==> config.mk <==
export PLATFORM = sky130hd
export DESIGN_NAME = acc_queue
export DESIGN_NICKNAME = d
export VERILOG_FILES = /design/src/rtl/core/ackermann_command_converter_top_macros.svh /design/src/rtl/core/acc_pkg.sv /design/src/rtl/core/acc_queue.sv
export SDC_FILE = /design/constraint.sdc
export NUM_CORES = 1
export LEC_CHECK = 0
export BUFFER_PORTS_ARGS = -buffer_cell sky130_fd_sc_hd__buf_2
export CAP_MARGIN = 20
export CORE_ASPECT_RATIO = 0.75
export CORE_MARGIN = 5
export CORE_UTILIZATION = 52
export CTS_CLUSTER_DIAMETER = 80
export CTS_CLUSTER_SIZE = 28
export DETAILED_ROUTE_END_ITERATION = 16
export PLACE_DENSITY = 0.83
export SLEW_MARGIN = 30
export SYNTH_ARGS = -nofsm -noshare
export SYNTH_HDL_FRONTEND = slang
export SYNTH_SLANG_ARGS = --single-unit
==> constraint.sdc <==
create_clock -name aclk -period 3.05 [get_ports aclk]
set_input_delay 0.1525 -clock aclk [delete_from_list [all_inputs] [get_ports aclk]]
set_output_delay 0.1525 -clock aclk [all_outputs]
set_load 0.01 [all_outputs]
==> src/rtl/core/ackermann_command_converter_top_macros.svh <==
// assertion macros for the ackermann command converter
`ifndef ACKERMANN_COMMAND_CONVERTER_TOP_MACROS_SVH
`define ACKERMANN_COMMAND_CONVERTER_TOP_MACROS_SVH
// implication checked on every edge outside reset
`define ACC_ASSERT_IMP(label, clk, rstn, ante, cons, msg) \
    label: assert property (@(posedge clk) disable iff (!rstn) (ante) |-> (cons)) \
        else $error(msg);
// next-cycle implication
`define ACC_ASSERT_NXT(label, clk, rstn, ante, cons, msg) \
    label: assert property (@(posedge clk) disable iff (!rstn) (ante) |=> (cons)) \
        else $error(msg);
`endif

==> src/rtl/core/acc_pkg.sv <==
// shared types and constants for the ackermann command converter
`default_nettype none
package acc_pkg;
    localparam int ANG_LEN = 24;
    localparam int ZW = 26;
    localparam logic [6:0] STEER_CAP = 7'd89;
    localparam logic [16:0] MAG_LIMIT = 17'd32768;

    typedef enum logic [1:0] {
        ACT_STOP = 2'd0,
        ACT_FWD = 2'd1,
        ACT_REV = 2'd2
    } action_t;

    typedef enum logic [2:0] {
        REG_WHEELBASE = 3'd0,
        REG_MAX_SPEED = 3'd1,
        REG_DEADBAND = 3'd2,
        REG_MAX_STEER = 3'd3,
        REG_RAW_SCALE = 3'd4,
        REG_STEER_INV = 3'd5
    } reg_idx_t;

    // classified command handed from front to back
    typedef struct packed {
        logic        stop;
        logic        neg;
        logic [15:0] absv;
        logic signed [15:0] speed;
        logic signed [15:0] yaw;
    } cmd_t;

    // atan(2^-i) in degrees, q16
    function automatic logic signed [ZW-1:0] ang_tab(input int i);
        logic signed [ZW-1:0] r;
        begin
            unique case (i)
                0: r = 26'sd2949120;  1: r = 26'sd1740967;  2: r = 26'sd919879;
                3: r = 26'sd466945;   4: r = 26'sd234379;   5: r = 26'sd117304;
                6: r = 26'sd58666;    7: r = 26'sd29335;    8: r = 26'sd14668;
                9: r = 26'sd7334;     10: r = 26'sd3667;    11: r = 26'sd1833;
                12: r = 26'sd917;     13: r = 26'sd458;     14: r = 26'sd229;
                15: r = 26'sd115;     16: r = 26'sd57;      17: r = 26'sd29;
                18: r = 26'sd14;      19: r = 26'sd7;       20: r = 26'sd4;
                21: r = 26'sd2;       22: r = 26'sd1;
                default: r = '0;
            endcase
            return r;
        end
    endfunction
endpackage
`default_nettype wire

==> src/rtl/core/acc_queue.sv <==
// two-entry queue between front and back
`default_nettype none
module acc_queue (
    input  wire logic          aclk,
    input  wire logic          aresetn,
    input  wire logic          in_valid,
    output logic               in_ready,
    input  wire acc_pkg::cmd_t in_cmd,
    output logic               out_valid,
    input  wire logic          out_ready,
    output acc_pkg::cmd_t      out_cmd
);
    acc_pkg::cmd_t mem_reg [2];
    logic          wp_reg, rp_reg;
    logic [1:0]    cnt_reg;
    logic          push, pop;

    assign in_ready = cnt_reg != 2'd2;
    assign out_valid = cnt_reg != 2'd0;
    assign out_cmd = mem_reg[rp_reg];
    assign push = in_valid && in_ready;
    assign pop = out_valid && out_ready;

    always_ff @(posedge aclk) begin
        if (!aresetn) begin
            wp_reg <= 1'b0;
            rp_reg <= 1'b0;
            cnt_reg <= 2'd0;
        end else begin
            if (push) wp_reg <= !wp_reg;
            if (pop) rp_reg <= !rp_reg;
            cnt_reg <= cnt_reg + 2'(push) - 2'(pop);
        end
        if (push) mem_reg[wp_reg] <= in_cmd;
    end
endmodule
`default_nettype wire

==> results by stage, run 1 <==
Outcome:
- The flow ran to the end, and the final reports show no timing, DRC or antenna violations.

Floorplan:
- The vertical die dimension is 84.8 µm.
- The die outline area is 9320 µm².
- The number of top-level pins is 106.
- The floorplan step set the die width to about 110 µm.
- For this configuration, the core starts out at a cell density of 0.532.
- The core region is 7300 µm².
- The standard-cell row count is 27.

Final layout:
- The storage element area is 3100 µm².
- The final net count is 405.
- The library cell used most frequently in the layout, excluding fill and tap cells, is sky130_fd_sc_hd__buf_2.
- The register with the most flip-flops in the layout has 100 of them.
- The finished cells cover 5230 µm².
- Relative to the synthesized area, the layout overhead comes to 34.6%.
- In the final layout, the multi-input gates occupy 732 µm².
- The fraction of layout instances using a drive strength above 1 is 0.369.
- The post-route core utilization is 0.717.
- The final antenna diode count is 0.
- The layout has 481 filler cells.
- The library cells used most frequently in the layout, excluding fill and tap cells, are sky130_fd_sc_hd__buf_2, sky130_fd_sc_hd__edfxtp_1, sky130_fd_sc_hd__mux2_1, sky130_fd_sc_hd__dlygate4sd3_1, sky130_fd_sc_hd__clkbuf_8.

Placed design:
- During placement, the flow inserted port buffers numbering 105.
- The global placement routability congestion is 0.744.
- The post-detailed-placement half-perimeter wirelength is 4710 µm.
- Summing all placed instances gives a cell area of 4550 µm².

Power:
- After layout, the design draws a total of 3.34 mW.
- The worst voltage drop across the vdd grid is 0.000463 V.
- The cell area power density is 638 nW/µm².
- Summed over all cells, the static leakage comes to 1.99 nW.

Route:
- For this run, design rule violations remaining after detail routing come to 0.
- After detailed routing, the average wire length per cell comes to 16.8 µm.
- The first detailed-routing pass took 4 iterations.
- The DRC violation total after the first TritonRoute iteration is 90.
- The residual antenna-violating net count after detailed routing is 0.
- The vias after detailed routing is between 2000 and 2500.
- The sum of routed wire length over all layers is 7670 µm.
- The number of vias per cell is 4.81.

Global route:
- The global-route wire length before repair is 12100 µm.
- For this run, global-route usage on met3 was measured as 0.0692.
- The via count of the first global-routing pass was roughly 2400.
- For this run, the total global-route usage over all layers was measured as 0.175.
- The pin count of the biggest net entering global routing is 31.
- The total global routing overflow is 0.
- The busiest metal layer after global routing is met2.
- In the global route stage, met2 resource usage came out at 0.298.
- The number of antenna violations at the first check in global routing is 0.
- The met1 usage is 0.206.

Run:
- Max-cap violations in this run came to 0.

Synth:
- After synthesis the cells add up to 3880 µm².
- The number of synthesized register bits is 105.
- The warning count from the yosys run is 0.
- The number of nets handed over by synthesis was ~240.
- After synthesis, the netlist uses 26 different library cells.
- In this run the mean area of a mapped cell was 20.9 µm².
- The sequential-to-total area share from yosys stat is 0.799.
- In the synthesized netlist, the number of instances is 186.

Setup path:
- The largest individual stage delay along the critical path comes from the cell sky130_fd_sc_hd__dfxtp_2.
- The largest single stage delay on the critical path is 730 ps.
- The termination of the worst setup path is out_cmd[49].
- The critical register-to-register path endpoint is mem_reg[0][2]$_DFFE_PP_.
- In this run the critical register-to-register path is launched from cnt_reg[0]$_SDFF_PN0_.
- The critical path goes through buf_12 > mux2_1 > buf_2.
- In this run the worst path has a maximum fanout of 28.
- The register-to-register setup slack is 1140 ps.
- The required time of the worst setup path is 2900 ps.
- The endpoint kind of the worst setup timing path is an output port.
- STA puts the critical path data arrival time at 1890 ps.
- The critical path is of the reg -> out type.
- The depth of the worst register-to-register path is 4.
- The critical path startpoint category is a flop.

STA:
- Of the available clock period, the critical path in the final layout requires 0.671.
- The minimum clock period after layout is 2050 ps.
- The hold violation total from the final report came to 0.
- Setup repair after global routing left no endpoint under its margin.
- The worst pin sits at a relative slew slack of 0.587.
- For the pin with the worst max-slew slack, the measured transition is 618 ps.
- Setup total negative slack on the finished layout was measured at 0 ps.
- Across the routed clock network, the largest skew measured is 9.75 ps.
- The count of pins over their slew limit is 0.
- Setup violations remaining at the end of the flow were counted as 0.
- Static timing analysis puts the maximum clock frequency at 489 MHz.

Clock tree:
- The clock slew seen by the registers of the worst setup and hold paths is about 90 ps.
- The clock passes through at most 2 buffers.
- The CTS sink count is about 110.
- The clock root buffer is sky130_fd_sc_hd__clkbuf_8.
- In this run, post-CTS repair resized a total of 0 instances.
- The level count of the clock H-tree is 3.
- The number of buffers created by CTS is 9.
- The TritonCTS clock tree is done.
- The clock latency reported for the late side of the worst-skew pair is 370 ps.

Worst hold path:
- The worst hold path was traced through 2 stages.
- The path class of the tightest hold or removal check is in -> reg.
## synthesized netlist by cell type
| cell | n | area [µm²] |
|---|---|---|
| sky130_fd_sc_hd__o21ai_1 | 1 | 5.00 |
| sky130_fd_sc_hd__and3_1 | 1 | 6.26 |
| sky130_fd_sc_hd__buf_2 | 1 | 5.00 |
| sky130_fd_sc_hd__nand3b_1 | 1 | 7.51 |
| sky130_fd_sc_hd__dfxtp_1 | 5 | 100 |
| sky130_fd_sc_hd__nand3_1 | 1 | 5.00 |
| sky130_fd_sc_hd__o21ba_1 | 1 | 10.0 |
| sky130_fd_sc_hd__o31a_1 | 1 | 8.76 |
| sky130_fd_sc_hd__inv_1 | 2 | 7.51 |
| sky130_fd_sc_hd__o21ai_0 | 1 | 5.00 |
| sky130_fd_sc_hd__a21oi_1 | 1 | 5.00 |
| sky130_fd_sc_hd__xor2_1 | 1 | 8.76 |
| sky130_fd_sc_hd__and3_4 | 1 | 11.3 |
| sky130_fd_sc_hd__nor2b_1 | 1 | 6.26 |
| sky130_fd_sc_hd__nand2b_1 | 1 | 6.26 |
| sky130_fd_sc_hd__buf_4 | 5 | 37.5 |
| sky130_fd_sc_hd__edfxtp_1 | 100 | 3000 |
| sky130_fd_sc_hd__nor3_2 | 1 | 10.0 |
| sky130_fd_sc_hd__a21bo_1 | 1 | 10.0 |
| sky130_fd_sc_hd__nor4bb_2 | 1 | 16.3 |
| sky130_fd_sc_hd__and2_1 | 1 | 6.26 |
| sky130_fd_sc_hd__ha_1 | 1 | 12.5 |
| sky130_fd_sc_hd__nor2_1 | 4 | 15.0 |
| sky130_fd_sc_hd__mux2_1 | 50 | 563 |
| sky130_fd_sc_hd__or2_2 | 1 | 6.26 |
| sky130_fd_sc_hd__nor4_1 | 1 | 6.26 |
## power by group
group / total [mW] / switching, mW / internal, mW
registers: 1.83 / 0.0769 / 1.75
clock network: 0.773 / 0.467 / 0.305
logic: 0.739 / 0.379 / 0.360
total: 3.34 / 0.923 / 2.41
## routing by layer
metal | wire length [µm] | share of wire
met1 | 3180 | 0.41
met2 | 3770 | 0.49
met3 | 649 | 0.085
met4 | 78 | 0.010
met5 | 0 | 0
## metrics by stage
| stage | hold WS, ps | setup slack (ps) | instances |
|---|---|---|---|
| 2_1_floorplan | 251 | 752 | 186 |
| 3_3_place_gp | 340 | 1220 | 390 |
| 3_5_place_dp | 344 | 1120 | 390 |
| 4_1_cts | 0.703 | 954 | 456 |
| 5_1_grt | 15.2 | 908 | 456 |
| 6_report | 20.7 | 1000 | 456 |
## worst min-delay path by stage
stage,startpoint,to,slack [ps]
after floorplan,in_cmd[0],mem_reg[0][0]$_DFFE_PP_,250
after global placement,in_cmd[44],mem_reg[0][44]$_DFFE_PP_,340
after detailed placement,in_cmd[47],mem_reg[1][47]$_DFFE_PP_,340
after CTS,aresetn,cnt_reg[0]$_SDFF_PN0_,0.7
after global routing,aresetn,cnt_reg[0]$_SDFF_PN0_,20
final,aresetn,cnt_reg[0]$_SDFF_PN0_,20
## cells by family (layout without fill, tap and decap cells)
| group | count (synthesis) | in the layout | synth area share |
|---|---|---|---|
| buf+inv | 8 | 177 | 0.0129 |
| flops | 105 | 105 | 0.799 |
| compound gates | 6 | 6 | 0.0113 |
| fa+ha+maj | 1 | 1 | 0.00322 |
| simple gates | 15 | 15 | 0.0264 |
| xor+xnor | 1 | 1 | 0.00226 |
| mux | 50 | 50 | 0.145 |
## what timing repair did
| item | CTS | global route |
|---|---|---|
| endpoints found under the hold margin | 100 | 0 |
| buffers inserted | 0 | 0 |
| hold buffers | 50 | 0 |
## critical path: cells and delay by family, from the launching register on
kind	cells	cell delay (ps)
flops	1	730
buf+inv	2	430
mux	1	350
## area by class of cell
cell class	instances	area share
clock inverter	7	0.0103
clock buffer	9	0.0237
inverter	2	0.00144
tap	101	0.0242
timing repair buffer	159	0.207
multi-input combinational	73	0.140
sequential	105	0.594
No activity file was read; power rests on OpenSTA's default activity.
==> run 2: changes to the inputs <==
clock period = 1.97 ns   (was 3.05 ns; I/O delays follow)
==> results by stage, run 2 (same netlist as run 1, synthesis figures left out) <==
STA:
- The normalized max-slew margin is 0.748.
- Subtracting the final worst setup slack from the clock period gives 1760 ps.
- The hold violation total from the final report is 0.
- The final clock skew is 8.37 ps.
- For the pin with the worst max-slew slack, the measured transition is 372 ps.
- The worst path meets setup with between 200 and 250 ps of slack.
- The highest clock rate is about 570 MHz.
- The count of pins over their slew limit is 0.
- Setup repair after global routing left no endpoint under its margin.
- The final-layout setup total negative slack is 0 ps.
- Setup violations remaining at the end of the flow were counted as 0.
- Of the available clock period, the critical path in the final layout requires 0.893.

Setup path:
- The endpoint kind of the worst setup timing path is a flop.
- The critical path startpoint category is a flop.
- The beginning of the worst register-to-register path is cnt_reg[1]$_SDFF_PN0_.
- The setup check on the worst reg-to-reg path leaves a slack of 210 ps.
- Measured in cells, the most critical reg-to-reg path has a length of 6.
- The worst setup path is of the reg -> reg kind.
- The critical path goes through nor2b_1 > o21ba_1 > nor2_1 > ha_1 > nor4_1 > nor3_2.
- The critical register-to-register path endpoint is cnt_reg[1]$_SDFF_PN0_.
- Among all stages on the critical path, the largest delay is contributed by sky130_fd_sc_hd__dfxtp_1.
- On the worst path, the slowest cell contributes a delay of 460 ps.
- The data arrival at the endpoint of the critical path is 2010 ps.
- For the worst setup path, the data required time is 2220 ps.
- In this run the worst path has a maximum fanout of 7.

Route:
- The sum of routed wire length over all layers is roughly 7700 µm.
- The routed length per instance is 16.8 µm.
- The length of the first detailed-routing pass in iterations is 4.
- The number of vias per cell is 4.87.
- The residual antenna-violating net count after detailed routing is 0.
- In this run, the number of DRC markers left after iteration 0 of detailed routing was 88.
- The routed layout has 2234 vias.
- For this run, design rule violations remaining after detail routing come to 0.

Global route:
- In the global route stage, met1 resource usage came out at 0.208.
- In the global route stage, met2 resource usage came out at 0.289.
- The busiest metal layer after global routing is met2.
- The met3 track demand over resource is 0.0601.
- For this run, the total global-route usage over all layers was measured as 0.172.
- The pin count of the biggest net entering global routing is 36.
- The global-route wire length before repair is between 10000 and 15000 µm.
- The number of antenna violations at the first check in global routing is 0.
- The total global routing overflow is 0.
- The via count of the first global-routing pass is 2437.

Power:
- The sequential cell fraction of total power is 0.536.
- Of the total power, combinational logic draws 0.237.
- Summed over all cells, the static leakage comes to 2.00 nW.
- The proportion of power drawn by the clock network is 0.227.
- The cell area power density is 983 nW/µm².
- Power comes to 5.18 mW.
- The net switching component of the power is 1.43 mW.
- Of the total power, the share spent switching nets is 0.275.
- The internal power of the cells totals 3.75 mW.
- The worst voltage drop across the vdd grid is 0.000630 V.

Outcome:
- The run finished with clean final reports.

Clock tree:
- CTS built an H-tree with a depth of 3.
- TritonCTS built the clock tree.
- After clock tree synthesis, the clock-pin slew on the worst setup and hold paths is 90 ps.
- In this run the clock root is driven by a sky130_fd_sc_hd__clkbuf_8.
- The clock latency reported for the late side of the worst-skew pair is 360 ps.
- Counting the buffers created by CTS gives 9.
- Buffers added to address setup during post-CTS repair amount to 0.
- The longest clock path from root to sink contains 2 buffers.
- CTS saw 105 sinks.

Floorplan:
- For this configuration, the core starts out at a cell density of 0.532.
- In this run the horizontal extent of the chip is 110 µm.
- The core region is 7300 µm².
- The vertical die dimension is 84.8 µm.
- The die outline area is 9320 µm².
- The standard-cell row count is 27.
- In this run the count of I/O pins placed on the die edge is 106.

Final layout:
- In the layout the commonest cells are sky130_fd_sc_hd__buf_2, sky130_fd_sc_hd__edfxtp_1, sky130_fd_sc_hd__dlygate4sd3_1.
- At the end of the flow the core is filled with cells to 0.722.
- The signed area change from the synthesized netlist to the final layout is 35.6%.
- The final antenna diode count is 0.
- The finished layout cell area is 5270 µm².
- For this run, the post-layout net count is between 400 and 500.
- Of the cells placed in the final design, the portion with a size suffix greater than 1 is 0.374.
- The register with the most flip-flops in the layout has 100 of them.
- The most common cell after layout, fill and taps aside is sky130_fd_sc_hd__buf_2.

Worst hold path:
- In this run the worst hold path is classified as in -> reg.
- The origin of the worst min-delay path is in_valid.
- The worst hold path stage count is 3.
- The worst hold path terminates at wp_reg$_SDFFE_PN0P_.

Run:
- The tool flagged a number of max-cap violations equal to 0.

Placed design:
- The number of buffers inserted by port buffering is approximately 110.
- Timing analysis after detailed placement gives a worst setup slack of 334 ps.
- After legalization and detailed placement, the total HPWL measured 4820 µm.
- The congestion estimate from routability-driven global placement came to 0.744.
- In this run the cell area measured after placement is ~4600 µm².
## run 2: cell count changes in the layout (fill, tap and decap cells not counted)
cell,change
sky130_fd_sc_hd__inv_6,+1
sky130_fd_sc_hd__dlygate4sd3_1,+1
sky130_fd_sc_hd__clkinv_4,-1
sky130_fd_sc_hd__buf_12,+1
sky130_fd_sc_hd__clkinv_2,+1
sky130_fd_sc_hd__clkinv_1,-1
sky130_fd_sc_hd__clkinvlp_4,+2
sky130_fd_sc_hd__inv_2,-1
sky130_fd_sc_hd__buf_4,+1
sky130_fd_sc_hd__inv_8,-1
## run 2: worst max-delay path by stage
stage                          startpoint                 endpoint  slack [ps]
detailed placement  cnt_reg[1]$_SDFF_PN0_    cnt_reg[1]$_SDFF_PN0_         330
floorplan           cnt_reg[0]$_SDFF_PN0_  mem_reg[0][0]$_DFFE_PP_         120
CTS                 cnt_reg[1]$_SDFF_PN0_    cnt_reg[1]$_SDFF_PN0_         270
global placement    cnt_reg[1]$_SDFF_PN0_    cnt_reg[1]$_SDFF_PN0_         450
global route        cnt_reg[1]$_SDFF_PN0_    cnt_reg[1]$_SDFF_PN0_         100
finish              cnt_reg[1]$_SDFF_PN0_    cnt_reg[1]$_SDFF_PN0_         210
## run 2: through the flow
| step | hold WS, ps | std cells |
|---|---|---|
| 2_1_floorplan | 197 | 186 |
| 3_3_place_gp | 285 | 392 |
| 3_5_place_dp | 291 | 392 |
| 4_1_cts | 115 | 459 |
| 5_1_grt | 146 | 459 |
| 6_report | 143 | 459 |
## run 2: final cells by class
cell class / count / area, µm²
Clock inverter: 7 / 51.3
Inverter: 2 / 11.3
Tap cell: 101 / 126
Multi-Input combinational cell: 73 / 732
Clock buffer: 9 / 124
Fill cell: 484 / 2030
Timing Repair Buffer: 162 / 1120
Sequential cell: 105 / 3100
## run 2: worst max-delay path: cells and delay by family (launching register included)
family	cells	cell delay, ps
AND/OR/NAND/NOR	4	790
flip-flops	1	460
adder cells (fa/ha/maj)	1	220
AO/OA/AOI/OAI	1	170
## run 2: metal layers
| layer | vias up | share of wire |
|---|---|---|
| met4 | 0 | 0.0069 |
| li1 | 1058 | - |
| met5 | - | 0 |
| met2 | 86 | 0.51 |
| met3 | 8 | 0.080 |
| met1 | 1082 | 0.40 |
## run 2: power by group through the flow
stage               logic, mW  registers, mW  clock network, mW
finish                   1.23           2.78               1.18
global placement         1.13           2.81                  0
detailed placement       1.15           2.83                  0
CTS                      1.24           2.78               1.22
global route             1.33           2.80               1.32
floorplan               0.688           2.80                  0
## run 2: what timing repair did
item	4_1_cts	5_1_grt
hold endpoints to repair	101	0
resized for setup	0	0
hold buffers	51	0
