File: config.mk
export PLATFORM = sky130hd
export DESIGN_NAME = acc_front
export DESIGN_NICKNAME = d
export VERILOG_FILES = /design/src/rtl/core/ackermann_command_converter_top_macros.svh /design/src/rtl/core/acc_pkg.sv /design/src/rtl/core/acc_front.sv
export SDC_FILE = /design/constraint.sdc
export NUM_CORES = 1
export LEC_CHECK = 0
export ABC_AREA = 0
export BUFFER_PORTS_ARGS = -buffer_cell sky130_fd_sc_hd__buf_2
export CORE_MARGIN = 4
export CORE_UTILIZATION = 45
export DETAILED_ROUTE_END_ITERATION = 8
export HOLD_SLACK_MARGIN = 0.02
export PLACE_DENSITY_LB_ADDON = 0.1
export SLEW_MARGIN = 20
export SYNTH_ARGS = -nofsm -noshare
export SYNTH_HDL_FRONTEND = slang
export SYNTH_SLANG_ARGS = --single-unit
File: constraint.sdc
create_clock -name aclk -period 18.3 [get_ports aclk]
set_input_delay 0 -clock aclk [delete_from_list [all_inputs] [get_ports aclk]]
set_output_delay 0 -clock aclk [all_outputs]
set_load 0.02 [all_outputs]
File: src/rtl/core/ackermann_command_converter_top_macros.svh
// assertion macros for the ackermann command converter
`ifndef ACKERMANN_COMMAND_CONVERTER_TOP_MACROS_SVH
`define ACKERMANN_COMMAND_CONVERTER_TOP_MACROS_SVH
// implication checked on every edge outside reset
`define ACC_ASSERT_IMP(label, clk, rstn, ante, cons, msg) \
    label: assert property (@(posedge clk) disable iff (!rstn) (ante) |-> (cons)) \
        else $error(msg);
// next-cycle implication
`define ACC_ASSERT_NXT(label, clk, rstn, ante, cons, msg) \
    label: assert property (@(posedge clk) disable iff (!rstn) (ante) |=> (cons)) \
        else $error(msg);
`endif

File: src/rtl/core/acc_pkg.sv
// shared types and constants for the ackermann command converter
`default_nettype none
package acc_pkg;
    localparam int ANG_LEN = 24;
    localparam int ZW = 26;
    localparam logic [6:0] STEER_CAP = 7'd89;
    localparam logic [16:0] MAG_LIMIT = 17'd32768;

    typedef enum logic [1:0] {
        ACT_STOP = 2'd0,
        ACT_FWD = 2'd1,
        ACT_REV = 2'd2
    } action_t;

    typedef enum logic [2:0] {
        REG_WHEELBASE = 3'd0,
        REG_MAX_SPEED = 3'd1,
        REG_DEADBAND = 3'd2,
        REG_MAX_STEER = 3'd3,
        REG_RAW_SCALE = 3'd4,
        REG_STEER_INV = 3'd5
    } reg_idx_t;

    // classified command handed from front to back
    typedef struct packed {
        logic        stop;
        logic        neg;
        logic [15:0] absv;
        logic signed [15:0] speed;
        logic signed [15:0] yaw;
    } cmd_t;

    // atan(2^-i) in degrees, q16
    function automatic logic signed [ZW-1:0] ang_tab(input int i);
        logic signed [ZW-1:0] r;
        begin
            unique case (i)
                0: r = 26'sd2949120;  1: r = 26'sd1740967;  2: r = 26'sd919879;
                3: r = 26'sd466945;   4: r = 26'sd234379;   5: r = 26'sd117304;
                6: r = 26'sd58666;    7: r = 26'sd29335;    8: r = 26'sd14668;
                9: r = 26'sd7334;     10: r = 26'sd3667;    11: r = 26'sd1833;
                12: r = 26'sd917;     13: r = 26'sd458;     14: r = 26'sd229;
                15: r = 26'sd115;     16: r = 26'sd57;      17: r = 26'sd29;
                18: r = 26'sd14;      19: r = 26'sd7;       20: r = 26'sd4;
                21: r = 26'sd2;       22: r = 26'sd1;
                default: r = '0;
            endcase
            return r;
        end
    endfunction
endpackage
`default_nettype wire

File: src/rtl/core/acc_front.sv
// front end: speed clamp and stop classification
`default_nettype none
module acc_front (
    input  wire logic               aclk,
    input  wire logic               aresetn,
    input  wire logic               in_valid,
    output logic                    in_ready,
    input  wire logic signed [15:0] speed,
    input  wire logic signed [15:0] yaw,
    input  wire logic [14:0]        max_speed,
    input  wire logic [9:0]         deadband,
    output logic                    out_valid,
    input  wire logic               out_ready,
    output acc_pkg::cmd_t           out_cmd
);
    logic                 valid_reg;
    acc_pkg::cmd_t        cmd_reg, cmd_next;
    logic signed [16:0]   v, lim;

    assign in_ready = !valid_reg || out_ready;
    assign out_valid = valid_reg;
    assign out_cmd = cmd_reg;

    always_comb begin
        lim = {2'b00, max_speed};
        v = 17'(speed);
        if (v > lim) v = lim;
        if (v < -lim) v = -lim;
        cmd_next.neg = v[16];
        cmd_next.absv = v[16] ? 16'(-v) : v[15:0];
        cmd_next.speed = v[15:0];
        cmd_next.yaw = yaw;
        cmd_next.stop = (cmd_next.absv == 16'd0) || (cmd_next.absv < {6'd0, deadband});
    end

    always_ff @(posedge aclk) begin
        if (!aresetn) begin
            valid_reg <= 1'b0;
        end else if (in_ready) begin
            valid_reg <= in_valid;
        end
        if (in_ready && in_valid) begin
            cmd_reg <= cmd_next;
        end
    end
endmodule
`default_nettype wire

==> load_flow_metrics.sql, run 1 <==
INSERT INTO impl_metrics (metric_group, metric, value, unit) VALUES
('route', 'viasPerCell', '5.34', ''),
('placed_design', 'place.port_buffers', '112', ''),
('route', 'via_count', '3258', ''),
('cts', 'cts.clk_slew.worst_paths', '0.10', 'ns'),
('floorplan', 'placeableCoreArea', '8340', 'um^2'),
('synth', 'async_flop_share', '0', '%'),
('cells_and_area', 'n_antenna_cell', '0', ''),
('synth', 'ys_types', '62', ''),
('cts', 'root_buffer', 'clkbuf_8', ''),
('synth', 'synth.top_cell.area_share', '37.6', '%'),
('cts', 'cts.htree.levels', '2', ''),
('placed_design', 'dpl_cells', '584', ''),
('setup_path', 'max_stage_delay', '0.55', 'ns'),
('cells_and_area', 'layout_common_cells', 'buf_2 (112), edfxtp_1 (49), inv_1 (42), ha_1 (42), nand2_1 (25)', ''),
('setup_path', 'crit_path_top_delay_cell', 'a2111oi_2', ''),
('setup_path', 'critical_path_required', '18.48', 'ns'),
('floorplan', 'die_h', '101', 'um'),
('floorplan', 'initial_util', '47.0', '%'),
('power', 'max-vdd-ir-drop', '49.8', 'uV'),
('setup_path', 'worstSetupStartpoint', 'max_speed[6]', ''),
('cells_and_area', 'final_core_util', '58.2', '%'),
('setup_path', 'crit_end', 'out_cmd[49]', ''),
('global_routing', 'grt_antenna_before_repair', '0', ''),
('sta', 'report.final.setup_viol', '0', ''),
('synth', 'yosys_most_used_dff', 'edfxtp_1', ''),
('sta', 'final_min_period_over_clock_period', '33.8', '%'),
('sta', 'hold_viol_final', '0', ''),
('cells_and_area', 'seqCellArea', '1490', 'um^2'),
('sta', 'worst_slew_slack_as_a_fraction_of_its_limit', '57.4', '%'),
('cells_and_area', 'finish.net_count', '607', ''),
('floorplan', 'floorplan_die_width', '101', 'um'),
('placed_design', 'routabilityCongestion', '0.875', ''),
('cts', 'cts_tree', 'done', ''),
('sta', 'worst_margin_pin_slew', '0.639', 'ns'),
('synth', 'average_cell_area_after_synthesis', '10.4', 'um^2'),
('setup_path', 'largest_driver_fanout_on_the_critical_path', '18', ''),
('synth', 'netlist_area', '3920', 'um^2'),
('synth', 'synth.area.top_cells', 'edfxtp_1 (38%), ha_1 (13%), mux2i_1 (4.6%)', ''),
('setup_path', 'critical_path_cell_count', '26', ''),
('setup_path', 'arrival_time_at_the_worst_endpoint', '6.36', 'ns'),
('outcome', 'outcome', 'finished clean', ''),
('setup_path', 'worstReg2RegEnd', 'out_cmd[21]', ''),
('cts', 'ctsLongestPathBuffers', '2', ''),
('route', 'drtPass1Iterations', '4', ''),
('setup_path', 'largest_delay_share_family_worst_path', 'compound AO/OA/AOI/OAI gates', ''),
('cells_and_area', 'final_layout_size_suffix_gt1_share', '29.5', '%'),
('floorplan', 'ios', '113', ''),
('power', 'leakagePower', '2.24', 'nW'),
('setup_path', 'rr_startpoint', 'out_valid', ''),
('cells_and_area', 'layout_commonest_cell', 'buf_2', ''),
('sta', 'drv_slew', '0', ''),
('placed_design', 'dp_hpwl', '7730', 'um'),
('cts', 'clkLatencyLatePin', '0.30', 'ns'),
('cells_and_area', 'cell_area_after_layout', '4850', 'um^2'),
('setup_path', 'kind_of_start_point_of_the_critical_path', 'primary input', ''),
('sta', 'finalCriticalPeriod', '6.18', 'ns'),
('synth', 'ys_seq_area_share', '38.1', '%'),
('power', 'power.density_cell_area', '71.6', 'nW/um^2'),
('global_routing', 'number_of_global_route_vias_before_repair', '3136', ''),
('synth', 'post-synth-top-area-cell', 'edfxtp_1', ''),
('sta', 'post_route_setup_tns', '0', 'ns'),
('sta', 'setup_repair_after_global_routing_missed_its_margin', 'false', ''),
('setup_path', 'worstSetupEndpointType', 'register', ''),
('placed_design', 'dpl-instance-area', '4560', 'um^2'),
('cells_and_area', 'multi_input_area', '2200', 'um^2'),
('global_routing', 'track_usage', '18.6', '%'),
('floorplan', 'placementRows', '33', ''),
('synth', 'synth_warnings', '0', ''),
('setup_path', 'worst-setup-path-type', 'in -> reg', ''),
('cts', 'post_cts_setup_buffer_count', '0', ''),
('cells_and_area', 'num-fill-cells', '712', '');
## timing repair
action                    in CTS  in global routing
hold endpoints to repair      17                  0
hold buffers                  18                  0
gates resized for setup        0                  0
## layer usage
metal  part of all wire, %  track usage (%)  vias up  routed length (um)
met5                     0                0        -                   0
met4                   1.1             3.48        0                 105
met1                    45             24.7     1519                4340
met2                    49             31.8       84                4710
met3                   5.3             3.37       10                 513
li1                      -                -     1645                   -
## where the power goes
part           switching [mW]  internal (mW)
clock                  0.0393         0.0417
sequential            0.00248          0.141
combinational          0.0751         0.0487
total                   0.117          0.231
## layout make-up
| cell class | instances | area share [%] |
|---|---|---|
| clock inverters | 3 | 1.01 |
| repair buffers | 131 | 15.4 |
| flip-flops and latches | 50 | 30.7 |
| multi-input cells | 273 | 45.4 |
| well taps | 105 | 2.71 |
| inverters | 43 | 3.32 |
| clock buffers | 5 | 1.42 |
## cell usage after synthesis (2+ instances only)
cell      count
o21ai_1       3
and3_1        2
a211oi_1      3
nand2b_1      2
xnor2_1      17
o21a_1        3
nor2_1       24
a21oi_1      17
ha_1         42
inv_1        42
nor3_1        7
nand4b_4      2
and2_1        2
mux2i_1      18
clkbuf_1      7
mux2_2        8
nand3_1       5
nand4_1       7
buf_6         2
o211ai_1      5
o21ai_0      13
xor2_1        9
a31oi_1       7
nor2b_1       3
a21o_1        7
edfxtp_1     49
nor4_1       10
mux2i_4       2
or2_1         2
nand2_1      25
## kinds of logic (layout without fill, tap and decap cells)
kind of cell	count (synthesis)	count (layout)	share of synthesized area, %
buf+inv	54	182	5.69
mux	29	29	8.43
simple gates	99	99	14.2
fa+ha+maj	42	42	13.4
xor+xnor	26	26	5.81
flops	50	50	38.1
compound gates	77	77	14.4
## sequential cells by signal, indices dropped and copies added, names as in the netlist
name,count
out_valid,1
out_cmd,49
## stage by stage
step	hold slack (ns)	setup WS, ns
4_1_cts	0.0826	12.15
3_5_place_dp	0.179	11.86
3_3_place_gp	0.176	11.93
5_1_grt	0.0884	11.63
6_report	0.0838	12.12
2_1_floorplan	0.0989	12.42
## tightest hold or removal path, cell delays in order
cell	delay, ns
buf_2	0.14
a32oi_4	0.09
inv_1	0.06
## worst min-delay path by stage
stage | cells past startpoint | startpoint | slack, ns | endpoint
after floorplan | 0 | yaw[0] | 0.1 | out_cmd[0]
after global placement | 1 | yaw[10] | 0.18 | out_cmd[10]
final | 3 | max_speed[0] | 0.08 | out_cmd[32]
after detailed placement | 1 | yaw[0] | 0.18 | out_cmd[0]
after global routing | 3 | max_speed[0] | 0.09 | out_cmd[32]
after CTS | 3 | max_speed[0] | 0.08 | out_cmd[32]
Note: power is estimated with default switching activity, not from simulation.
==> inputs of run 2 (changes only) <==
==> constraint.sdc (replaced) <==
create_clock -name aclk -period 6.3 [get_ports aclk]
set_input_delay 0 -clock aclk [delete_from_list [all_inputs] [get_ports aclk]]
set_output_delay 0 -clock aclk [all_outputs]
set_load 0.02 [all_outputs]
==> run 2 against run 1 <==
Setup slack got worse by 11 ns. Sequential share of layout area down 0.20 points. Critical path depth is 2 higher. Non-clock buffer count rose by 7.
==> load_flow_metrics.sql, run 2 (synthesis results as in run 1) <==
INSERT INTO impl_metrics (metric_group, metric, value, unit) VALUES
('setup_path', 'worstSetupEndpointType', 'register', ''),
('cells_and_area', 'final_core_util', '58.6', '%'),
('setup_path', 'arrival_time_at_the_worst_endpoint', '5.82', 'ns'),
('sta', 'worst_margin_pin_slew', '0.620', 'ns'),
('cts', 'root_buffer', 'clkbuf_8', ''),
('floorplan', 'placementRows', '33', ''),
('route', 'drt-wirelength-per-cell', '15.7', 'um'),
('floorplan', 'floorplan_die_width', '101', 'um'),
('outcome', 'outcome', 'finished clean', ''),
('setup_path', 'r2r_slack', '4.92', 'ns'),
('hold_path', 'min-delay-start', 'max_speed[0]', ''),
('global_routing', 'grt-ovfl-total', '0', ''),
('power', 'leakagePower', '2.26', 'nW'),
('floorplan', 'initial_util', '47.0', '%'),
('setup_path', 'largest_driver_fanout_on_the_critical_path', '12', ''),
('setup_path', 'worstReg2RegEnd', 'out_cmd[0]', ''),
('setup_path', 'kind_of_start_point_of_the_critical_path', 'primary input', ''),
('cts', 'cts_made_buffers', '5', ''),
('route', 'remaining_drc_errors', '0', ''),
('sta', 'final_min_period_over_clock_period', '89.4', '%'),
('route', 'postRouteAntennaNets', '0', ''),
('setup_path', 'critical_path_required', '6.48', 'ns'),
('global_routing', 'grt_antenna_before_repair', '0', ''),
('hold_path', 'timing.hold.worst_endpoint', 'out_cmd[32]', ''),
('job', 'timing.max_cap.violations', '0', ''),
('route', 'dr.first_iter.drc_count', '104', ''),
('floorplan', 'ios', '113', ''),
('placed_design', 'dpl-instance-area', '4610', 'um^2'),
('power', 'comb_power_share', '37.1', '%'),
('cts', 'clkLatencyLatePin', '0.31', 'ns'),
('placed_design', 'dpl_cells', '591', ''),
('global_routing', 'number_of_global_route_vias_before_repair', '3162', ''),
('power', 'p_seq_share', '42.5', '%'),
('cells_and_area', 'n_antenna_cell', '0', ''),
('power', 'finalPower', '0.976', 'mW'),
('hold_path', 'whs_path_depth', '3', ''),
('cells_and_area', 'finish.net_count', '614', ''),
('cells_and_area', 'final_layout_size_suffix_gt1_share', '30.5', '%'),
('sta', 'clock_skew', '0.0112', 'ns'),
('global_routing', 'grt_max_degree', '50', ''),
('route', 'via_count', '3220', ''),
('sta', 'worst_slew_slack_as_a_fraction_of_its_limit', '57.5', '%'),
('power', 'max-vdd-ir-drop', '102', 'uV'),
('sta', 'hold_viol_final', '0', ''),
('placed_design', 'place.port_buffers', '112', ''),
('sta', 'final_critical_path_setup_slack', '0.665', 'ns'),
('cts', 'cts.clk_slew.worst_paths', '0.10', 'ns'),
('cells_and_area', 'cell_area_after_layout', '4890', 'um^2'),
('setup_path', 'rr_worst_depth', '2', ''),
('placed_design', 'routabilityCongestion', '0.864', ''),
('sta', 'worst_hold_margin', '0.0761', 'ns'),
('route', 'finalWirelength', '9710', 'um'),
('power', 'swShare', '34.9', '%'),
('floorplan', 'placeableCoreArea', '8340', 'um^2'),
('global_routing', 'track_usage', '18.9', '%'),
('cts', 'post_cts_setup_buffer_count', '0', ''),
('cells_and_area', 'area_overhead_of_the_layout_relative_to_synthesis', '24.8', '%'),
('cts', 'cts.htree.levels', '2', ''),
('setup_path', 'rr_startpoint', 'out_valid', ''),
('power', 'cell_internal_pwr', '0.635', 'mW'),
('cells_and_area', 'layout_commonest_cell', 'buf_2', ''),
('global_routing', 'grt_pass1_wl', '15500', 'um'),
('power', 'clkPwrFrac', '20.4', '%'),
('cells_and_area', 'largest_register_ff_count', '49', ''),
('hold_path', 'min_path_type', 'in -> reg', ''),
('setup_path', 'max_stage_delay', '0.37', 'ns'),
('floorplan', 'die_h', '101', 'um'),
('cells_and_area', 'num-fill-cells', '768', ''),
('sta', 'maxClockFrequency', '0.177', 'GHz'),
('sta', 'finalCriticalPeriod', '5.63', 'ns'),
('sta', 'setup_repair_after_global_routing_missed_its_margin', 'false', ''),
('route', 'viasPerCell', '5.22', ''),
('setup_path', 'crit_path_top_delay_cell', 'mux2_2', ''),
('cells_and_area', 'layout_common_cells', 'buf_2 (112), edfxtp_1 (49), inv_1 (42), ha_1 (42), nand2_1 (25)', ''),
('sta', 'post_route_setup_tns', '0', 'ns'),
('setup_path', 'worst-setup-path-type', 'in -> reg', ''),
('power', 'power.density_cell_area', '200', 'nW/um^2'),
('floorplan', 'dieArea', '10300', 'um^2'),
('sta', 'report.final.setup_viol', '0', ''),
('cells_and_area', 'stdcell_count', '617', ''),
('cts', 'ctsLongestPathBuffers', '2', ''),
('power', 'switching_component_of_the_power', '0.341', 'mW'),
('sta', 'drv_slew', '0', ''),
('cts', 'cts_tree', 'done', ''),
('route', 'drtPass1Iterations', '4', ''),
('placed_design', 'dp_hpwl', '8000', 'um'),
('placed_design', 'detailedPlace.worstSlack', '0.326', 'ns'),
('cts', 'number_of_sinks_driven_by_the_clock_tree', '50', '');
[run 2: cell count changes in the layout (fill, tap and decap cells not counted), sizes merged]
cell      before  now
bufinv         1    0
buf          113  120
clkinv         1    3
clkinvlp       1    0
[run 2: layout make-up]
cell class | count | area [um^2] | area share [%]
multi-input combinational | 273 | 2200 | 45.1
tap | 105 | 131 | 2.69
clock inverter | 3 | 28.8 | 0.589
clock buffer | 5 | 68.8 | 1.41
timing repair buffer | 138 | 801 | 16.4
inverter | 43 | 161 | 3.30
sequential | 50 | 1490 | 30.5
[run 2: power groups by stage]
stage / registers, mW / clock network [mW] / logic (mW)
finish: 0.415 / 0.199 / 0.362
global route: 0.419 / 0.217 / 0.404
CTS: 0.416 / 0.204 / 0.365
detailed placement: 0.424 / 0 / 0.355
global placement: 0.423 / 0 / 0.351
floorplan: 0.465 / 0 / 0.205
[run 2: worst max path at each step]
stage / startpoint / to / slack [ns] / cells past startpoint
2_1_floorplan: max_speed[5] / out_cmd[49] / 0.42 / 30
3_3_place_gp: max_speed[7] / out_cmd[49] / 0.45 / 28
3_5_place_dp: max_speed[6] / out_cmd[49] / 0.33 / 28
4_1_cts: max_speed[7] / out_cmd[49] / 0.66 / 28
5_1_grt: max_speed[8] / out_cmd[49] / 0.009 / 28
6_report: max_speed[6] / out_cmd[49] / 0.67 / 28
[run 2: what timing repair did]
action,in CTS,in global routing
resized for setup,0,0
endpoints found under the hold margin,17,0
hold buffers,18,0
[run 2: worst max-delay path: cells and delay by family]
family | cells | cell delay [ns]
AND/OR/NAND/NOR | 7 | 1.26
buffers and inverters | 4 | 0.61
adder cells (fa/ha/maj) | 3 | 0.78
multiplexers | 2 | 0.69
XOR/XNOR | 1 | 0.20
AO/OA/AOI/OAI | 11 | 2.26
[run 2: layer usage]
metal	part of all wire, %	track usage (%)	up-vias
li1	-	-	1662
met1	47	26.5	1476
met2	47	31.0	78
met3	5.0	3.24	4
met4	0.60	3.68	0
met5	0	0	-
==> inputs of run 3 (changes only) <==
--- a/config.mk
+++ b/config.mk
@@ -5,7 +5,7 @@
 export SDC_FILE = /design/constraint.sdc
 export NUM_CORES = 1
 export LEC_CHECK = 0
-export ABC_AREA = 0
+export ABC_AREA = 1
 export BUFFER_PORTS_ARGS = -buffer_cell sky130_fd_sc_hd__buf_2
 export CORE_MARGIN = 4
 export CORE_UTILIZATION = 45
==> run 3 against run 2 <==
Global-route usage down 1.7 points. Synthesized cell count up 29%. Clock skew down 0.0050 ns. Total power up 1.1%. Clock-buffer cell count unchanged. Register-to-register slack worse by 0.32 ns. Critical endpoint unchanged. Largest cell class unchanged.
==> load_flow_metrics.sql, run 3 <==
INSERT INTO impl_metrics (metric_group, metric, value, unit) VALUES
('synth', 'share_of_the_synthesized_area_in_compound_gates_ao_oa_aoi_oai', '8.09', '%'),
('global_routing', 'track_usage', '17.2', '%'),
('outcome', 'outcome', 'finished clean', ''),
('cts', 'cts.clk_slew.worst_paths', '0.10', 'ns'),
('synth', 'synth_common_cells', 'nand2_1 (129), inv_1 (72), edfxtp_1 (49)', ''),
('sta', 'final_min_period_over_clock_period', '82.8', '%'),
('floorplan', 'ios', '113', ''),
('cells_and_area', 'largest_register_ff_count', '49', ''),
('route', 'postRouteAntennaNets', '0', ''),
('sta', 'drv_slew', '0', ''),
('route', 'met3_length', '542', 'um'),
('route', 'finalWirelength', '8950', 'um'),
('synth', 'share_of_synthesized_area_spent_on_multiplexers', '0', '%'),
('sta', 'worst_hold_margin', '0.206', 'ns'),
('synth', 'yosys_most_used_dff', 'edfxtp_1', ''),
('setup_path', 'arrival_time_at_the_worst_endpoint', '5.39', 'ns'),
('route', 'dr.first_iter.drc_count', '93', ''),
('sta', 'report.final.setup_viol', '0', ''),
('placed_design', 'place.port_buffers', '112', ''),
('cts', 'cts_made_buffers', '5', ''),
('placed_design', 'routabilityCongestion', '0.815', ''),
('setup_path', 'crit_path_top_delay_cell', 'o21ai_0', ''),
('cells_and_area', 'layout_commonest_cell', 'nand2_1', ''),
('cts', 'root_buffer', 'clkbuf_8', ''),
('sta', 'worst_slew_slack_as_a_fraction_of_its_limit', '62.0', '%'),
('sta', 'maxClockFrequency', '0.192', 'GHz'),
('cts', 'post_cts_setup_buffer_count', '0', ''),
('cells_and_area', 'final_layout_size_suffix_gt1_share', '27.9', '%'),
('sta', 'hold_viol_final', '0', ''),
('floorplan', 'die_h', '102', 'um'),
('setup_path', 'kind_of_start_point_of_the_critical_path', 'primary input', ''),
('route', 'remaining_drc_errors', '0', ''),
('cells_and_area', 'finish.net_count', '718', ''),
('cells_and_area', 'cell_area_after_layout', '4870', 'um^2'),
('cts', 'clkLatencyLatePin', '0.30', 'ns'),
('cts', 'cts_repair_resize_count', '0', ''),
('sta', 'clock_skew', '0.00619', 'ns'),
('power', 'max-vdd-ir-drop', '91.9', 'uV'),
('global_routing', 'grt_max_degree', '33', ''),
('synth', 'post-synth-top-area-cell', 'edfxtp_1', ''),
('cells_and_area', 'layout_common_cells', 'nand2_1 (129), buf_2 (112), inv_1 (72)', ''),
('floorplan', 'placementRows', '33', ''),
('cts', 'number_of_sinks_driven_by_the_clock_tree', '50', ''),
('power', 'leakagePower', '2.51', 'nW'),
('synth', 'synth_xor_area_share', '2.22', '%'),
('synth', 'synth-adder-area-share', '13.3', '%'),
('global_routing', 'grt_pass1_wl', '14600', 'um'),
('synth', 'average_cell_area_after_synthesis', '8.08', 'um^2'),
('synth', 'ys_types', '34', ''),
('floorplan', 'dieArea', '10300', 'um^2'),
('route', 'wl_met2', '4250', 'um'),
('setup_path', 'critical_path_required', '6.47', 'ns'),
('synth', 'post_syn_nets', '591', ''),
('synth', 'synth_cells', '488', ''),
('synth', 'synth.area.top_cells', 'edfxtp_1 (37%), ha_1 (13%), nand2_1 (12%)', ''),
('power', 'finalPower', '0.987', 'mW'),
('sta', 'worst_margin_pin_slew', '0.568', 'ns'),
('hold_path', 'min_path_type', 'in -> reg', ''),
('placed_design', 'detailedPlace.worstSlack', '0.859', 'ns'),
('cts', 'cts.htree.levels', '2', ''),
('cells_and_area', 'area_overhead_of_the_layout_relative_to_synthesis', '23.4', '%'),
('synth', 'async_flop_share', '0', '%'),
('sta', 'finalCriticalPeriod', '5.22', 'ns'),
('power', 'power.density_cell_area', '203', 'nW/um^2'),
('placed_design', 'dpl_cells', '695', ''),
('global_routing', 'grt-ovfl-total', '0', ''),
('cells_and_area', 'final_core_util', '58.1', '%'),
('floorplan', 'placeableCoreArea', '8380', 'um^2'),
('synth', 'synth_enable_flop_cells', '49', ''),
('route', 'via_count', '3456', ''),
('placed_design', 'dp_hpwl', '7430', 'um'),
('route', 'top_metal_used', 'met4', ''),
('synth', 'ys_seq_area_share', '37.8', '%'),
('floorplan', 'initial_util', '47.1', '%'),
('route', 'viasPerCell', '4.79', ''),
('synth', 'post_synth_and_or_nand_nor_area_fraction', '28.9', '%'),
('cts', 'ctsLongestPathBuffers', '2', ''),
('floorplan', 'floorplan_die_width', '102', 'um'),
('route', 'drtPass1Iterations', '4', ''),
('cells_and_area', 'stdcell_count', '721', ''),
('setup_path', 'max_stage_delay', '0.36', 'ns'),
('synth', 'synth_top_family_by_area', 'simple AND/OR/NAND/NOR gates', ''),
('global_routing', 'grt_antenna_before_repair', '0', ''),
('synth', 'synthMostInstantiatedCell', 'nand2_1', ''),
('synth', 'synth.top_cell.area_share', '37.3', '%'),
('setup_path', 'worstSetupEndpointType', 'register', ''),
('route', 'wl_met1', '4050', 'um'),
('job', 'timing.max_cap.violations', '0', ''),
('sta', 'setup_repair_after_global_routing_missed_its_margin', 'false', ''),
('setup_path', 'largest_driver_fanout_on_the_critical_path', '31', ''),
('synth', 'synth_warnings', '0', ''),
('setup_path', 'r2r_slack', '4.60', 'ns'),
('global_routing', 'number_of_global_route_vias_before_repair', '3315', ''),
('sta', 'post_route_setup_tns', '0', 'ns'),
('cts', 'cts_tree', 'done', ''),
('synth', 'ys_ff_latch', '50', ''),
('setup_path', 'worst-setup-path-type', 'in -> reg', ''),
('synth', 'netlist_area', '3950', 'um^2'),
('placed_design', 'dpl-instance-area', '4570', 'um^2'),
('route', 'drt-wirelength-per-cell', '12.4', 'um'),
('cells_and_area', 'n_antenna_cell', '0', ''),
('sta', 'final_critical_path_setup_slack', '1.08', 'ns');
[run 3: changes by cell type after synthesis, sizes merged, moves of 9 or more]
cell,delta
nand3,+40
o21ai,+14
mux2,-9
mux2i,-20
inv,+37
xnor2,-17
nor4,-9
nand2,+124
nor2,+10
[run 3: final timing paths]
check	from	endpoint	cells past startpoint
worst max-delay path	max_speed[14]	out_cmd[49]	32
worst max register to register	out_valid	out_cmd[5]	2
worst min-delay path	in_valid	out_cmd[0]	3
worst min register to register	out_valid	out_cmd[0]	1
[run 3: layer usage]
metal / GRT usage [%] / vias to the layer above
met1: 21.5 / 1500
met2: 30.4 / 95
met5: 0 / -
met3: 2.75 / 10
li1: - / 1851
met4: 4.91 / 0
[run 3: power breakdown]
| group | total [mW] | internal, mW | switching (mW) |
|---|---|---|---|
| logic | 0.346 | 0.122 | 0.224 |
| clock network | 0.230 | 0.121 | 0.109 |
| registers | 0.411 | 0.405 | 0.00617 |
[run 3: repair_timing]
item	4_1_cts	5_1_grt
hold buffers	18	0
endpoints found under the hold margin	17	0
endpoints found under the setup margin	0	0
[run 3: cell type report]
type | instances | area, um^2
well taps | 105 | 131
repair buffers | 131 | 748
clock inverters | 3 | 48.8
clock buffers | 5 | 68.8
multi-input cells | 348 | 2080
inverters | 79 | 297
flip-flops and latches | 50 | 1490
fillers | 789 | 3510
[run 3: cells by family after synthesis]
kind of cell | count (synthesis)
AO/OA/AOI/OAI | 57
flip-flops | 50
adder cells (fa/ha/maj) | 42
buffers and inverters | 90
XOR/XNOR | 10
AND/OR/NAND/NOR | 239
[run 3: critical path: cells and delay by family]
kind | cells | cell delay [ns]
buf+inv | 6 | 0.74
simple gates | 12 | 1.75
xor+xnor | 1 | 0.26
fa+ha+maj | 3 | 0.89
compound gates | 10 | 1.70
